**src/rtl/lbb_pkg.sv**
```systemverilog
// ----------------------------------------------------------------------------
// lbb_pkg: shared types and constants for the LED blink/breathe generator
// Mode and register codes, configuration and result structs, sine table.
// ----------------------------------------------------------------------------
package lbb_pkg;

  // field widths
  localparam int unsigned NOW_W    = 32;
  localparam int unsigned LEVEL_W  = 8;
  localparam int unsigned PERIOD_W = 16;
  localparam int unsigned MODE_W   = 3;
  localparam int unsigned CFG_IDX_W = 2;
  localparam int unsigned ROM_AW   = 6;
  localparam int unsigned ROM_DEPTH = 64;

  // brightness levels
  localparam logic [LEVEL_W-1:0] LEVEL_OFF  = 8'd0;
  localparam logic [LEVEL_W-1:0] LEVEL_FULL = 8'd255;

  // reset values of the period registers
  localparam logic [PERIOD_W-1:0] FAST_RST    = 16'd300;
  localparam logic [PERIOD_W-1:0] SLOW_RST    = 16'd800;
  localparam logic [PERIOD_W-1:0] BREATHE_RST = 16'd40;

  // output mode
  typedef enum logic [MODE_W-1:0] {
    MODE_OFF     = 3'd0,
    MODE_ON      = 3'd1,
    MODE_SLOW    = 3'd2,
    MODE_FAST    = 3'd3,
    MODE_BREATHE = 3'd4
  } mode_e;

  // configuration register index
  typedef enum logic [CFG_IDX_W-1:0] {
    REG_MODE    = 2'd0,
    REG_FAST    = 2'd1,
    REG_SLOW    = 2'd2,
    REG_BREATHE = 2'd3
  } cfg_idx_e;

  // configuration seen by the step logic
  typedef struct packed {
    logic [MODE_W-1:0]   mode;
    logic [PERIOD_W-1:0] fast_half_period;
    logic [PERIOD_W-1:0] slow_half_period;
    logic [PERIOD_W-1:0] breathe_step_period;
    logic                mode_wr;
  } cfg_t;

  // one result beat
  typedef struct packed {
    logic [LEVEL_W-1:0] brightness;
    logic               update;
  } res_t;

  // one sine period, centred on mid scale
  localparam logic [LEVEL_W-1:0] SINE_ROM [ROM_DEPTH] = '{
    8'd128, 8'd140, 8'd153, 8'd165, 8'd177, 8'd188, 8'd199, 8'd209,
    8'd218, 8'd226, 8'd234, 8'd240, 8'd245, 8'd250, 8'd253, 8'd254,
    8'd254, 8'd253, 8'd250, 8'd245, 8'd240, 8'd234, 8'd226, 8'd218,
    8'd209, 8'd199, 8'd188, 8'd177, 8'd165, 8'd153, 8'd140, 8'd128,
    8'd128, 8'd116, 8'd103, 8'd91,  8'd79,  8'd68,  8'd57,  8'd47,
    8'd38,  8'd30,  8'd22,  8'd16,  8'd11,  8'd6,   8'd3,   8'd2,
    8'd2,   8'd3,   8'd6,   8'd11,  8'd16,  8'd22,  8'd30,  8'd38,
    8'd47,  8'd57,  8'd68,  8'd79,  8'd91,  8'd103, 8'd116, 8'd128
  };

  function automatic logic [LEVEL_W-1:0] sine_lookup(input logic [ROM_AW-1:0] idx);
    return SINE_ROM[idx];
  endfunction

endpackage

```
**src/rtl/lbb_if.sv**
```systemverilog
// ----------------------------------------------------------------------------
// lbb_in_if / lbb_out_if: valid/ready channels of the LED generator
// Time stamp channel in, brightness result channel out.
// ----------------------------------------------------------------------------
interface lbb_in_if;
  logic                       valid;
  logic                       ready;
  logic [lbb_pkg::NOW_W-1:0]  now_ms;

  modport source (output valid, output now_ms, input ready);
  modport sink   (input valid, input now_ms, output ready);
endinterface

interface lbb_out_if;
  logic                        valid;
  logic                        ready;
  logic [lbb_pkg::LEVEL_W-1:0] brightness;
  logic                        update;

  modport source (output valid, output brightness, output update, input ready);
  modport sink   (input valid, input brightness, input update, output ready);
endinterface

```
**src/rtl/lbb_cfg_regs.sv**
```systemverilog
// ----------------------------------------------------------------------------
// lbb_cfg_regs: configuration register file
// Mode and three period registers; zero period writes are dropped.
// ----------------------------------------------------------------------------
module lbb_cfg_regs (
  input  logic                             clk_i,
  input  logic                             rst_ni,
  input  logic                             cfg_we_i,
  input  logic [lbb_pkg::CFG_IDX_W-1:0]    cfg_idx_i,
  input  logic [lbb_pkg::PERIOD_W-1:0]     cfg_data_i,
  output lbb_pkg::cfg_t                    cfg_o
);

  logic [lbb_pkg::MODE_W-1:0]   mode_q;
  logic [lbb_pkg::PERIOD_W-1:0] fast_q, slow_q, breathe_q;
  logic                         data_nz;

  assign data_nz = (cfg_data_i != '0);

  // register writes
  always_ff @(posedge clk_i or negedge rst_ni) begin
    if (!rst_ni) begin
      mode_q    <= lbb_pkg::MODE_OFF;
      fast_q    <= lbb_pkg::FAST_RST;
      slow_q    <= lbb_pkg::SLOW_RST;
      breathe_q <= lbb_pkg::BREATHE_RST;
    end else if (cfg_we_i) begin
      case (lbb_pkg::cfg_idx_e'(cfg_idx_i))
        lbb_pkg::REG_MODE:    mode_q <= cfg_data_i[lbb_pkg::MODE_W-1:0];
        lbb_pkg::REG_FAST:    if (data_nz) fast_q <= cfg_data_i;
        lbb_pkg::REG_SLOW:    if (data_nz) slow_q <= cfg_data_i;
        lbb_pkg::REG_BREATHE: if (data_nz) breathe_q <= cfg_data_i;
        default: ;
      endcase
    end
  end

  always_comb begin
    cfg_o.mode                = mode_q;
    cfg_o.fast_half_period    = fast_q;
    cfg_o.slow_half_period    = slow_q;
    cfg_o.breathe_step_period = breathe_q;
    cfg_o.mode_wr             = cfg_we_i &&
                                (lbb_pkg::cfg_idx_e'(cfg_idx_i) == lbb_pkg::REG_MODE);
  end

endmodule

```
**src/rtl/lbb_step.sv**
```systemverilog
// ----------------------------------------------------------------------------
// lbb_step: pattern step logic and its state
// Elapsed time test, phase counter and level selection for one time stamp.
// ----------------------------------------------------------------------------
module lbb_step #(
  parameter int unsigned PHASE_STEPS = 64,
  parameter int unsigned TIME_WIDTH  = 32
) (
  input  logic                          clk_i,
  input  logic                          rst_ni,
  input  lbb_pkg::cfg_t                 cfg_i,
  input  logic                          step_i,
  input  logic [lbb_pkg::NOW_W-1:0]     now_i,
  output lbb_pkg::res_t                 res_o
);

  localparam int unsigned PHASE_W = $clog2(PHASE_STEPS);
  localparam logic [PHASE_W-1:0] PHASE_LAST = PHASE_W'(PHASE_STEPS - 1);

  logic [TIME_WIDTH-1:0]        last_q, last_d;
  logic [PHASE_W-1:0]           phase_q, phase_d;
  logic [TIME_WIDTH-1:0]        now_t, diff;
  logic [lbb_pkg::PERIOD_W-1:0] period;
  logic                         elapsed;
  logic                         advance;

  // wrapping time since the last change
  assign now_t = TIME_WIDTH'(now_i);
  assign diff  = now_t - last_q;

  always_comb begin
    case (lbb_pkg::mode_e'(cfg_i.mode))
      lbb_pkg::MODE_FAST: period = cfg_i.fast_half_period;
      lbb_pkg::MODE_SLOW: period = cfg_i.slow_half_period;
      default:            period = cfg_i.breathe_step_period;
    endcase
  end

  assign elapsed = (diff >= TIME_WIDTH'(period));

  // level selection per mode
  always_comb begin
    res_o.brightness = lbb_pkg::LEVEL_OFF;
    res_o.update     = 1'b0;
    advance          = 1'b0;
    case (lbb_pkg::mode_e'(cfg_i.mode))
      lbb_pkg::MODE_OFF: begin
        res_o.update = 1'b1;
      end
      lbb_pkg::MODE_ON: begin
        res_o.brightness = lbb_pkg::LEVEL_FULL;
        res_o.update     = 1'b1;
      end
      lbb_pkg::MODE_SLOW, lbb_pkg::MODE_FAST: begin
        if (elapsed) begin
          res_o.brightness = phase_q[0] ? lbb_pkg::LEVEL_OFF : lbb_pkg::LEVEL_FULL;
          res_o.update     = 1'b1;
          advance          = 1'b1;
        end
      end
      lbb_pkg::MODE_BREATHE: begin
        if (elapsed) begin
          res_o.brightness = lbb_pkg::sine_lookup(lbb_pkg::ROM_AW'(phase_q));
          res_o.update     = 1'b1;
          advance          = 1'b1;
        end
      end
      default: ;
    endcase
  end

  // state update: a mode write clears the change time
  always_comb begin
    last_d  = last_q;
    phase_d = phase_q;
    if (cfg_i.mode_wr) begin
      last_d = '0;
    end else if (step_i && advance) begin
      last_d  = now_t;
      phase_d = (phase_q == PHASE_LAST) ? '0 : phase_q + 1'b1;
    end
  end

  always_ff @(posedge clk_i or negedge rst_ni) begin
    if (!rst_ni) begin
      last_q  <= '0;
      phase_q <= '0;
    end else begin
      last_q  <= last_d;
      phase_q <= phase_d;
    end
  end

endmodule

```
**src/rtl/led_blink_breathe_pattern_top.sv**
```systemverilog
// Path: an accepted time stamp waits in the input register; its result is
// loaded into the result register when the output is free.
// Throughput: one beat per cycle unless the output stalls; the step logic is
// a single subtract, compare and sine table read between the two registers.
// Reset: configuration returns to off mode with periods 300/800/40 ms, change
// time and phase clear to zero, both pipeline stages empty.
// ----------------------------------------------------------------------------
// led_blink_breathe_pattern_top: LED blink and breathe pattern generator
// Turns millisecond time stamps into brightness levels with update flags.
// ----------------------------------------------------------------------------
module led_blink_breathe_pattern_top #(
  parameter int unsigned PHASE_STEPS = 64,
  parameter int unsigned TIME_WIDTH  = 32
) (
  input  logic                           clk_i,
  input  logic                           rst_ni,
  input  logic                           cfg_we_i,
  input  logic [lbb_pkg::CFG_IDX_W-1:0]  cfg_idx_i,
  input  logic [lbb_pkg::PERIOD_W-1:0]   cfg_data_i,
  lbb_in_if.sink                         in_i,
  lbb_out_if.source                      out_o
);

  lbb_pkg::cfg_t cfg;
  lbb_pkg::res_t res, res_q;

  logic                         in_v_q;
  logic [lbb_pkg::NOW_W-1:0]    now_q;
  logic                         out_v_q;
  logic                         out_load;
  logic                         in_load;

  // handshake: result register frees up when empty or taken
  assign out_load = in_v_q && (!out_v_q || out_o.ready);
  assign in_load  = in_i.valid && in_i.ready;
  assign in_i.ready = !in_v_q || out_load;

  lbb_cfg_regs u_cfg (
    .clk_i      (clk_i),
    .rst_ni     (rst_ni),
    .cfg_we_i   (cfg_we_i),
    .cfg_idx_i  (cfg_idx_i),
    .cfg_data_i (cfg_data_i),
    .cfg_o      (cfg)
  );

  lbb_step #(
    .PHASE_STEPS (PHASE_STEPS),
    .TIME_WIDTH  (TIME_WIDTH)
  ) u_step (
    .clk_i  (clk_i),
    .rst_ni (rst_ni),
    .cfg_i  (cfg),
    .step_i (out_load),
    .now_i  (now_q),
    .res_o  (res)
  );

  // input stage
  always_ff @(posedge clk_i or negedge rst_ni) begin
    if (!rst_ni) begin
      in_v_q <= 1'b0;
    end else if (in_i.ready) begin
      in_v_q <= in_i.valid;
    end
  end

  always_ff @(posedge clk_i) begin
    if (in_load) begin
      now_q <= in_i.now_ms;
    end
  end

  // result stage
  always_ff @(posedge clk_i or negedge rst_ni) begin
    if (!rst_ni) begin
      out_v_q <= 1'b0;
    end else if (!out_v_q || out_o.ready) begin
      out_v_q <= in_v_q;
    end
  end

  always_ff @(posedge clk_i) begin
    if (out_load) begin
      res_q <= res;
    end
  end

  assign out_o.valid      = out_v_q;
  assign out_o.brightness = res_q.brightness;
  assign out_o.update     = res_q.update;

endmodule

```
**src/flat_wrapper.sv**
```systemverilog
// flat-port wrapper written by rule: the top's interface ports become plain ports
module led_blink_breathe_pattern_top_flat 
#(
  parameter int unsigned PHASE_STEPS = 64,
  parameter int unsigned TIME_WIDTH  = 32
)
  (clk_i, rst_ni, cfg_we_i, cfg_idx_i, cfg_data_i, in_i_valid, in_i_now_ms, in_i_ready, out_o_valid, out_o_brightness, out_o_update, out_o_ready);
  lbb_in_if in_i_i ();
  lbb_out_if out_o_i ();
  input  logic clk_i;
  input  logic rst_ni;
  input  logic cfg_we_i;
  input  logic [lbb_pkg::CFG_IDX_W-1:0] cfg_idx_i;
  input  logic [lbb_pkg::PERIOD_W-1:0] cfg_data_i;
  input wire logic [$bits(in_i_i.valid)-1:0] in_i_valid;
  input wire logic [$bits(in_i_i.now_ms)-1:0] in_i_now_ms;
  output wire logic [$bits(in_i_i.ready)-1:0] in_i_ready;
  output wire logic [$bits(out_o_i.valid)-1:0] out_o_valid;
  output wire logic [$bits(out_o_i.brightness)-1:0] out_o_brightness;
  output wire logic [$bits(out_o_i.update)-1:0] out_o_update;
  input wire logic [$bits(out_o_i.ready)-1:0] out_o_ready;
  assign in_i_i.valid = in_i_valid;
  assign in_i_i.now_ms = in_i_now_ms;
  assign in_i_ready = in_i_i.ready;
  assign out_o_valid = out_o_i.valid;
  assign out_o_brightness = out_o_i.brightness;
  assign out_o_update = out_o_i.update;
  assign out_o_i.ready = out_o_ready;
  led_blink_breathe_pattern_top #(.PHASE_STEPS(PHASE_STEPS), .TIME_WIDTH(TIME_WIDTH)) u_core (.clk_i(clk_i), .rst_ni(rst_ni), .cfg_we_i(cfg_we_i), .cfg_idx_i(cfg_idx_i), .cfg_data_i(cfg_data_i), .in_i(in_i_i), .out_o(out_o_i));
endmodule
```
**config.mk**
```make
export PLATFORM = sky130hd
export DESIGN_NAME = led_blink_breathe_pattern_top_flat
export DESIGN_NICKNAME = d
export VERILOG_FILES = /design/src/rtl/lbb_pkg.sv /design/src/rtl/lbb_if.sv /design/src/rtl/lbb_cfg_regs.sv /design/src/rtl/lbb_step.sv /design/src/rtl/led_blink_breathe_pattern_top.sv /design/src/flat_wrapper.sv
export SDC_FILE = /design/constraint.sdc
export NUM_CORES = 1
export LEC_CHECK = 0
export BUFFER_PORTS_ARGS = -buffer_cell sky130_fd_sc_hd__buf_4
export CORE_AREA = 2 2 126 128
export DETAILED_ROUTE_END_ITERATION = 8
export DIE_AREA = 0 0 128 130
export GPL_TIMING_DRIVEN = 1
export PLACE_DENSITY = 0.89
export SLEW_MARGIN = 0
export SYNTH_ARGS = -nofsm -noshare
export SYNTH_HDL_FRONTEND = slang
export SYNTH_HIERARCHICAL = 1
export SYNTH_SLANG_ARGS = --single-unit
```
**constraint.sdc**
```tcl
create_clock -name clk_i -period 5.3 [get_ports clk_i]
set_input_delay 0.795 -clock clk_i [delete_from_list [all_inputs] [get_ports clk_i]]
set_output_delay 0.795 -clock clk_i [all_outputs]
set_load 0.02 [all_outputs]
```
=== Yosys cells after proc, flatten, opt, wreduce, memory -nomap -nowiden ===
Memory sizes are Yosys's and may differ from the RTL's.
Cells that the tools add are included.

* Logic and storage cells: 59
* Output and inout bits: 11
* Register bits after elaboration: 132
* Memories kept: 1
* Bits in read-only memories: 512

{| class="wikitable"
|+ Memory list
! memory !! depth !! width !! rd ports !! clocked after Yosys merged registers in !! wr ports !! line !! text
|-
| (no name shown) || 64 || 8 || 1 || 0 || 0 || lbb_pkg.sv:70 || <nowiki>return SINE_ROM[idx];</nowiki>
|}

* Bitwise logic cells: 2
* Add/subtract/negate cells: 2
* Multiplexer cells: 13
* Equal/unequal tests: 8
* Order comparisons: 2
* Reduce and logical (&&, ||, !) cells: 20

{| class="wikitable"
|+ Operator list
! cell !! number
|-
| $mux W32 || 2
|-
| $ge A32 B16 Y1 || 1
|-
| $pmux W16 S2 || 1
|-
| $sub A32 B32 Y32 || 1
|-
| $mux W8 || 3
|-
| $pmux W8 S3 || 1
|-
| $mux W9 || 2
|-
| $reduce_bool A16 Y1 || 1
|-
| $reduce_and A3 Y1 || 3
|-
| $ge A7 B7 Y1 const B || 1
|-
| $not A6 Y7 || 1
|-
| $add A6 B1 Y6 const B || 1
|-
| $eq A3 B2 Y1 const B || 2
|-
| $eq A6 B6 Y1 const B || 1
|-
| $mux W6 || 1
|-
| $eq A2 B2 Y1 const B || 2
|-
| $logic_and A1 B1 Y1 || 4
|-
| $reduce_and A2 Y1 || 2
|-
| $reduce_or A2 Y1 || 2
|-
| $eq A3 B1 Y1 const B || 1
|-
| $eq A3 B3 Y1 const B || 1
|-
| $logic_not A3 Y1 || 1
|-
| $pmux W1 S3 || 1
|-
| $reduce_or A3 Y1 || 1
|-
| 7 further kinds || 10
|}

=== Depth between registers and ports, before layout ===
Gate-level depths: netlist (run 1).

* Depth in word-level cells: 8
* Gate-level depth with buffers: 23
* Gate-level depth less buffers: 21

=== By module ===
The synthesis (run 1) kept the hierarchy.

{| class="wikitable"
|+ By module, submodules not included
! module !! cells an instance !! area an instance (um^2) !! instances
|-
| lbb_step || 783 || 6037.0 || 1
|-
| lbb_cfg_regs || 115 || 1995.7 || 1
|-
| led_blink_breathe_pattern_top || 49 || 1335.0 || 1
|}

=== Least setup slack after synthesis (run 1) ===
Ideal clock, no wire load.

* Path kind: register to register
* Start: reg u_core.u_step.last_q[0]
* End: reg u_core.res_q (netlist bit u_core/out_o.brightness[0]), data pin
* Data arrival time: 4.249 ns
* Cell stages (with the launch flop): 21
* Clock period less this slack: 4.514 ns
* Buffers on the path: 0
* Setup slack: 0.786 ns
* Cell sequence: dfrtp_1 ha_1 fa_1 nand2b_1 a21o_1 a211o_1 nand2_1 a21o_1 a21oi_1 xnor2_1 ha_1 a21oi_1 nor2_1 or3_1 a311oi_1 o221ai_1 or4_1 a2111oi_4 nand4b_2 a31oi_4 o21ai_1

{| class="wikitable"
|+ RTL lines
! element !! line !! text
|-
| start: declaration || lbb_step.sv:20 || <nowiki>logic [TIME_WIDTH-1:0] last_q, last_d;</nowiki>
|-
| start signal: assignment || lbb_step.sv:89 || <nowiki>last_q <= last_d;</nowiki>
|-
| end signal: assignment || led_blink_breathe_pattern_top.sv:85 || <nowiki>res_q <= res;</nowiki>
|-
| end: declaration || led_blink_breathe_pattern_top.sv:25 || <nowiki>lbb_pkg::res_t res, res_q;</nowiki>
|}

==> results of run 1 <==
-- routing by layer --
layer | share of wire [%] | routed length, um | vias to the layer above
li1 | - | - | 3500
met1 | 44 | 9574 | 3527
met2 | 48 | 10420 | 268
met3 | 5.1 | 1129 | 64
met4 | 3.6 | 796 | 0
met5 | 0 | 0 | -
-- layout make-up --
cell class	instances	area, um2
Clock inverter	13	107.6
Tap cell	192	240.2
Sequential cell	132	3520
Inverter	49	183.9
Fill cell	1163	5061
Timing Repair Buffer	73	548.0
Multi-Input combinational cell	713	5310
Clock buffer	19	454.2
-- kinds of logic after synthesis --
| logic type | count (synthesis) | synth area share [%] |
|---|---|---|
| AOI/OAI and AO/OA | 221 | 15.33 |
| xor gates and xnor gates | 23 | 2.150 |
| adders and majority gates | 58 | 7.827 |
| buffers and inverters | 103 | 6.064 |
| DFF | 132 | 37.57 |
| muxes | 113 | 13.60 |
| and+or+nand+nor | 297 | 17.46 |
-- placed cells by master, fill, tap and decap left out, types with 10 or more instances in the layout --
cell / netlist / routed
sky130_fd_sc_hd__inv_1: 49 / 49
sky130_fd_sc_hd__o21ai_0: 38 / 38
sky130_fd_sc_hd__nor3_1: 11 / 11
sky130_fd_sc_hd__mux2_2: 42 / 42
sky130_fd_sc_hd__edfxtp_1: 41 / 41
sky130_fd_sc_hd__nand2_1: 63 / 63
sky130_fd_sc_hd__nand2b_1: 73 / 73
sky130_fd_sc_hd__ha_1: 57 / 57
sky130_fd_sc_hd__nor2_1: 64 / 64
sky130_fd_sc_hd__xnor2_1: 15 / 15
sky130_fd_sc_hd__buf_4: 6 / 73
sky130_fd_sc_hd__a21oi_1: 82 / 82
sky130_fd_sc_hd__clkbuf_16: 0 / 18
sky130_fd_sc_hd__mux2_4: 10 / 10
sky130_fd_sc_hd__dfrtp_1: 82 / 82
sky130_fd_sc_hd__mux2i_1: 58 / 58
sky130_fd_sc_hd__nand4_1: 10 / 10
sky130_fd_sc_hd__or3_1: 10 / 10
-- state kept, by name, summed over array words and instances, names as in the netlist --
name / flops
u_core/now_q: 32
u_core/u_step/last_q: 32
u_core/u_cfg/breathe_q: 16
u_core/u_cfg/fast_q: 16
u_core/u_cfg/slow_q: 16
u_core/out_o.brightness: 8
u_core/u_step/phase_q: 6
u_core/u_cfg/mode_q: 3
u_core/in_v_q: 1
u_core/out_o.update: 1
u_core/out_o.valid: 1
-- worst paths after layout --
check                                        endpoint  slack, ns
min in group clk_i             u_core/u_cfg/slow_q[6]       0.51
setup reg to reg           u_core/out_o.brightness[0]       0.38
hold reg to reg                u_core/u_cfg/slow_q[6]       0.51
hold / removal                u_core/u_step/last_q[6]       0.33
max in group asynchronous    u_core/u_step/phase_q[2]       3.88
setup / recovery           u_core/out_o.brightness[0]       0.38
-- timing repair --
action,in CTS,in global routing
hold buffers,0,0
setup buffers,0,2
setup endpoints to repair,0,10
resized for setup,0,2
-- worst max-delay path: stages (launching register included) --
cell	delay, ns
sky130_fd_sc_hd__dfrtp_1	0.38
sky130_fd_sc_hd__ha_1	0.21
sky130_fd_sc_hd__fa_1	0.39
sky130_fd_sc_hd__nand2b_1	0.18
sky130_fd_sc_hd__a21o_1	0.19
sky130_fd_sc_hd__a211o_1	0.29
sky130_fd_sc_hd__o21a_1	0.24
sky130_fd_sc_hd__xnor2_1	0.14
sky130_fd_sc_hd__ha_1	0.31
sky130_fd_sc_hd__nand2_1	0.06
sky130_fd_sc_hd__nor2_1	0.05
sky130_fd_sc_hd__or3_1	0.34
sky130_fd_sc_hd__a311oi_1	0.28
sky130_fd_sc_hd__o221ai_1	0.15
sky130_fd_sc_hd__or4_1	0.47
sky130_fd_sc_hd__a2111oi_4	0.32
sky130_fd_sc_hd__nand4b_2	0.22
sky130_fd_sc_hd__a31oi_4	0.32
sky130_fd_sc_hd__o21ai_1	0.12
-- stage by stage --
stage | cells | instance area, um2 | hold WS (ns) | util [%] | total power [mW]
after floorplan | 947 | 9368 | 0.4786 | - | 3.514
after global placement | 1156 | 9767 | 0.4861 | 63.32 | 3.946
after detailed placement | 1156 | 9767 | 0.4921 | 63.32 | 4.036
after CTS | 1188 | 10330 | 0.3266 | 66.96 | 5.202
after global routing | 1191 | 10360 | 0.3504 | 67.19 | 5.608
final | 1191 | 10360 | 0.3269 | 67.19 | 5.240
-- report_power, final --
group	total (mW)	switching (mW)	internal [mW]
sequential	1.50	0.218	1.28
combinational	2.62	1.52	1.10
clock	1.13	0.487	0.639
total	5.24	2.22	3.02
==> impl_metrics.csv, run 1 <==
group,metric,value,unit
run_status,outcome,"finished, final reports clean",
logic_synthesis,ys_types,97,
timing,final_max_slew_viol_count,0,
logic_synthesis,yosys_most_used_dff,"sky130_fd_sc_hd__dfrtp_1",
worst_setup_path,crit_fanout,8,
die,start_util,60.73,%
die,floorplan.core_area,0.01542,mm2
timing,final.setup_skew,0.01134,ns
logic_synthesis,synthesis.area_per_instance,9.892,um2
die,ioPinCount,66,
timing,timing.final.setup_violations,0,
die,die_h,130,um
clocking,numCtsBuffers,17,
timing,totalNegativeSetupSlack,0,ns
detailed_routing,post_drt_wl_per_cell,18.41,um
placement,io_buffer_count,65,
logic_synthesis,post-synth-top-area-cell,"sky130_fd_sc_hd__dfrtp_1",
logic_synthesis,syn-cell-area,0.009368,mm2
timing,postLayoutSetupSlackWorst,0.3784,ns
logic_synthesis,synth_edf_count,41,
worst_setup_path,crit-reg2reg-launch,"u_core/u_step/last_q[0]",
clocking,clock_insertion_delay_worst_skew,0.42,ns
timing,post-route-period-util,92.86,%
global_routing,antenna_found_initial,0,
global_routing,global_route.usage.met2,45.58,%
logic_synthesis,post_synth_inst_count,947,
timing,slew_headroom,21.99,%
die,x_dimension_of_the_die,128,um
detailed_routing,dr_total_vias,7359,
logic_synthesis,postSynth.asyncResetShare,68.94,%
worst_setup_path,setup.worst_path.start_class,"flip-flop",
clocking,clock_sink_count,132,
worst_setup_path,setup.worst_path.class,"reg2reg",
detailed_routing,postRouteAntennaNets,0,
detailed_routing,remaining_drc_errors,0,
die,die_area,0.01664,mm2
worst_setup_path,worstRegToRegCells,18,
pwr,pwr_dens,505.6,mW/mm2
clocking,clk_pin_slew_worst_paths,0.06,ns
worst_hold_path,hold_class,"in2async",
logic_synthesis,synth_seq_area_share,37.57,%
global_routing,grt_start_max_net_pins,70,
global_routing,global_route.overflow_total,0,
detailed_routing,violation_count_after_the_first_detailed_route_iteration,854,
detailed_routing,drt_wirelength,21930,um
pwr,total_leakage_power,4.351,nW
clocking,h-tree-depth,4,
global_routing,grt_first_pass_wirelength,35870,um
worst_setup_path,startpoint,"u_core/u_step/last_q[0]",
final_layout,post_route_cells_drive_above_1_share,20.02,%
worst_setup_path,worst-endpoint-arrival,5.08,ns
die,placement_rows,46,
detailed_routing,drt_pass1_iterations,5,
placement,dpl_worst_slack,0.4021,ns
job,max_cap_violations,0,
global_routing,grt_use_total,27.12,%
timing,worst_slew_pin_slew,1.158,ns
global_routing,globalRouteMet3Util,4.838,%
detailed_routing,vias_per_cell,6.179,
global_routing,grt_busiest_layer,"met2",
timing,timing.fmax,0.2032,GHz
logic_synthesis,biggest_area_contributors_in_the_synthesized_netlist,"sky130_fd_sc_hd__dfrtp_1 22%, sky130_fd_sc_hd__edfxtp_1 13%, sky130_fd_sc_hd__ha_1 7.6%",
placement,globalplace.congestion,0.9367,
final_layout,finalNetCount,1099,
global_routing,vias_in_the_first_global_route,7311,
final_layout,area.growth.synth_to_final,10.63,%
logic_synthesis,yosys-top-cells-count,"82 x sky130_fd_sc_hd__a21oi_1, 82 x sky130_fd_sc_hd__dfrtp_1, 73 x sky130_fd_sc_hd__nand2b_1",
logic_synthesis,synth_largest_type_area_fraction,21.90,%
worst_setup_path,worstSetupEndpointType,"flip-flop",
timing,period_needed,4.922,ns
global_routing,gr-usage-met1,34.57,%
final_layout,antennaDiodeCount,0,
timing,hold_viol_final,0,
logic_synthesis,ys_ff_latch,132,
logic_synthesis,number_of_nets_in_the_synthesized_netlist,1060,
placement,detailedPlacementHpwl,15200,um
worst_setup_path,required,5.46,ns
clocking,tritoncts_clock_tree,"done",
clocking,clock_path_buffers,2,
pwr,vdd_ir_drop_max,0.2814,mV
clocking,cts_root_buf,"sky130_fd_sc_hd__clkbuf_16",
logic_synthesis,synth-warning-count,6,
Power figures use the tool's default switching activity.
==> run 2, diff against run 1 <==
--- a/config.mk
+++ b/config.mk
@@ -11,6 +11,7 @@
 export DIE_AREA = 0 0 128 130
 export GPL_TIMING_DRIVEN = 1
 export PLACE_DENSITY = 0.89
+export RECOVER_POWER = 50
 export SLEW_MARGIN = 0
 export SYNTH_ARGS = -nofsm -noshare
 export SYNTH_HDL_FRONTEND = slang
==> impl_metrics.csv, run 2 (synthesized netlist as in run 1, its figures left out) <==
group,metric,value,unit
pwr,total_leakage_power,4.319,nW
timing,timing.fmax,0.2026,GHz
clocking,h-tree-depth,4,
die,start_util,60.73,%
global_routing,vias_in_the_first_global_route,7311,
timing,final.setup_skew,0.01156,ns
clocking,tritoncts_clock_tree,"done",
clocking,clock_insertion_delay_worst_skew,0.42,ns
worst_setup_path,worst-endpoint-arrival,5.09,ns
die,floorplan.core_area,0.01542,mm2
detailed_routing,drt_pass1_iterations,5,
detailed_routing,post_drt_wl_per_cell,18.44,um
global_routing,grt_first_pass_wirelength,35870,um
worst_setup_path,worstSetupEndpointType,"flip-flop",
worst_hold_path,hold_class,"reg2reg",
die,die_h,130,um
worst_hold_path,hold_start,"u_core/in_v_q",
worst_setup_path,crit-reg2reg-launch,"u_core/u_step/last_q[0]",
worst_setup_path,required,5.46,ns
global_routing,antenna_found_initial,0,
detailed_routing,postRouteAntennaNets,0,
placement,detailedPlacementHpwl,15200,um
clocking,clk_pin_slew_worst_paths,0.06,ns
final_layout,post_route_cells_drive_above_1_share,19.52,%
die,placement_rows,46,
pwr,totalPowerFinal,5.242,mW
timing,hold_viol_final,0,
run_status,outcome,"finished with violations",
clocking,numCtsBuffers,17,
worst_setup_path,setup.worst_path.start_class,"flip-flop",
timing,post-route-period-util,93.13,%
worst_hold_path,worstHoldPathCells,1,
clocking,cts_root_buf,"sky130_fd_sc_hd__clkbuf_16",
worst_setup_path,crit_fanout,8,
timing,slew_headroom,-51.49,%
final_layout,antennaDiodeCount,0,
global_routing,grt_start_max_net_pins,70,
pwr,pwr_dens,507.2,mW/mm2
worst_hold_path,worst_hold_path.endpoint,"u_core/out_o.valid",
clocking,clock_sink_count,132,
timing,postLayoutSetupSlackWorst,0.3639,ns
detailed_routing,dr_total_vias,7338,
job,max_cap_violations,2,
global_routing,grt_use_total,27.12,%
final_layout,area.growth.synth_to_final,10.32,%
detailed_routing,remaining_drc_errors,0,
worst_setup_path,ff2ff_setup_slack,0.36,ns
placement,dpl_worst_slack,0.4021,ns
timing,worst_slew_pin_slew,2.271,ns
timing,period_needed,4.936,ns
final_layout,largestRegisters,"u_core/now_q: 32 flops, u_core/u_step/last_q: 32 flops",
timing,final_max_slew_viol_count,68,
die,ioPinCount,66,
detailed_routing,drt_wirelength,21970,um
detailed_routing,violation_count_after_the_first_detailed_route_iteration,858,
pwr,vdd_ir_drop_max,0.2815,mV
timing,timing.final.setup_violations,0,
final_layout,fillCellCount,1165,
worst_setup_path,rr_endpoint,"u_core/out_o.brightness[0]",
worst_setup_path,worstRegToRegCells,20,
die,x_dimension_of_the_die,128,um
placement,io_buffer_count,65,
placement,globalplace.congestion,0.9367,
final_layout,finalNetCount,1099,
worst_setup_path,setup.worst_path.class,"reg2reg",
die,die_area,0.01664,mm2
run_status,violations,"capacitance limit, slew limit",
clocking,clock_path_buffers,2,
detailed_routing,vias_per_cell,6.161,
final_layout,commonest_cells_after_routing_fill_and_taps_aside,"82 x sky130_fd_sc_hd__dfrtp_1, 82 x sky130_fd_sc_hd__a21oi_1, 73 x sky130_fd_sc_hd__nand2b_1",
global_routing,global_route.overflow_total,0,
==> run 2: metal layers <==
layer / share of wire (%) / global-route usage, % / routed length, um
met5: 0 / 0 / 0
met4: 3.6 / 12.15 / 788
met3: 4.9 / 4.838 / 1077
met2: 48 / 45.58 / 10520
met1: 44 / 34.57 / 9578
==> run 2: how the worst max path moves through the flow <==
stage | slack, ns | depth (start not counted) | end | start
2_1_floorplan | 0.79 | 20 | u_core/out_o.brightness[0] | u_core/u_step/last_q[0]
6_report | 0.36 | 20 | u_core/out_o.brightness[0] | u_core/u_step/last_q[0]
4_1_cts | 0.37 | 18 | u_core/out_o.brightness[0] | u_core/u_step/last_q[0]
5_1_grt | -0.005 | 21 | u_core/out_o.brightness[4] | u_core/now_q[0]
3_5_place_dp | 0.40 | 21 | u_core/out_o.brightness[0] | u_core/now_q[0]
3_3_place_gp | 0.51 | 21 | u_core/out_o.brightness[5] | u_core/now_q[0]
==> run 2: through the flow <==
step	TNS [ns]	hold slack (ns)	cells	utilization (%)	cell area, um2
CTS	0	0.3266	1188	66.96	10330
global route	-0.01028	0.5228	1191	67.00	10330
detailed placement	0	0.4921	1156	63.32	9767
floorplan	0	0.4786	947	-	9368
finish	0	0.4971	1191	67.00	10330
global placement	0	0.4861	1156	63.32	9767
==> run 2: timing repair <==
action,in CTS,in global routing
buffers inserted,0,2
gates resized for setup,0,2
setup endpoints to repair,0,10
hold buffers,0,0
==> run 2: where the power goes <==
| group | total (mW) | switching (mW) | internal (mW) |
|---|---|---|---|
| clock network | 1.13 | 0.486 | 0.639 |
| logic | 2.62 | 1.52 | 1.10 |
| registers | 1.50 | 0.220 | 1.28 |
| total | 5.24 | 2.23 | 3.01 |
==> run 2: worst max-delay path: stages, from the launching register on <==
cell                        delay [ns]
sky130_fd_sc_hd__dfrtp_1          0.38
sky130_fd_sc_hd__ha_1             0.21
sky130_fd_sc_hd__fa_1             0.40
sky130_fd_sc_hd__nand2b_1         0.18
sky130_fd_sc_hd__a21o_1           0.20
sky130_fd_sc_hd__a211o_1          0.29
sky130_fd_sc_hd__nand2_1          0.10
sky130_fd_sc_hd__a21o_1           0.11
sky130_fd_sc_hd__a21oi_1          0.07
sky130_fd_sc_hd__xnor2_1          0.14
sky130_fd_sc_hd__ha_1             0.20
sky130_fd_sc_hd__a21oi_1          0.12
sky130_fd_sc_hd__nor2_1           0.06
sky130_fd_sc_hd__or3_1            0.34
sky130_fd_sc_hd__a311oi_1         0.27
sky130_fd_sc_hd__o221ai_1         0.15
sky130_fd_sc_hd__or4_1            0.47
sky130_fd_sc_hd__a2111oi_4        0.32
sky130_fd_sc_hd__nand4b_2         0.22
sky130_fd_sc_hd__a31oi_4          0.32
sky130_fd_sc_hd__o21ai_1          0.12
==> run 2: cell type report <==
class / count / area [um2] / area share [%]
Multi-Input combinational cell: 713 / 5295 / 51.23
Timing Repair Buffer: 73 / 534.3 / 5.169
Clock buffer: 19 / 454.2 / 4.395
Tap cell: 192 / 240.2 / 2.324
Inverter: 49 / 183.9 / 1.780
Sequential cell: 132 / 3520 / 34.06
Clock inverter: 13 / 107.6 / 1.041
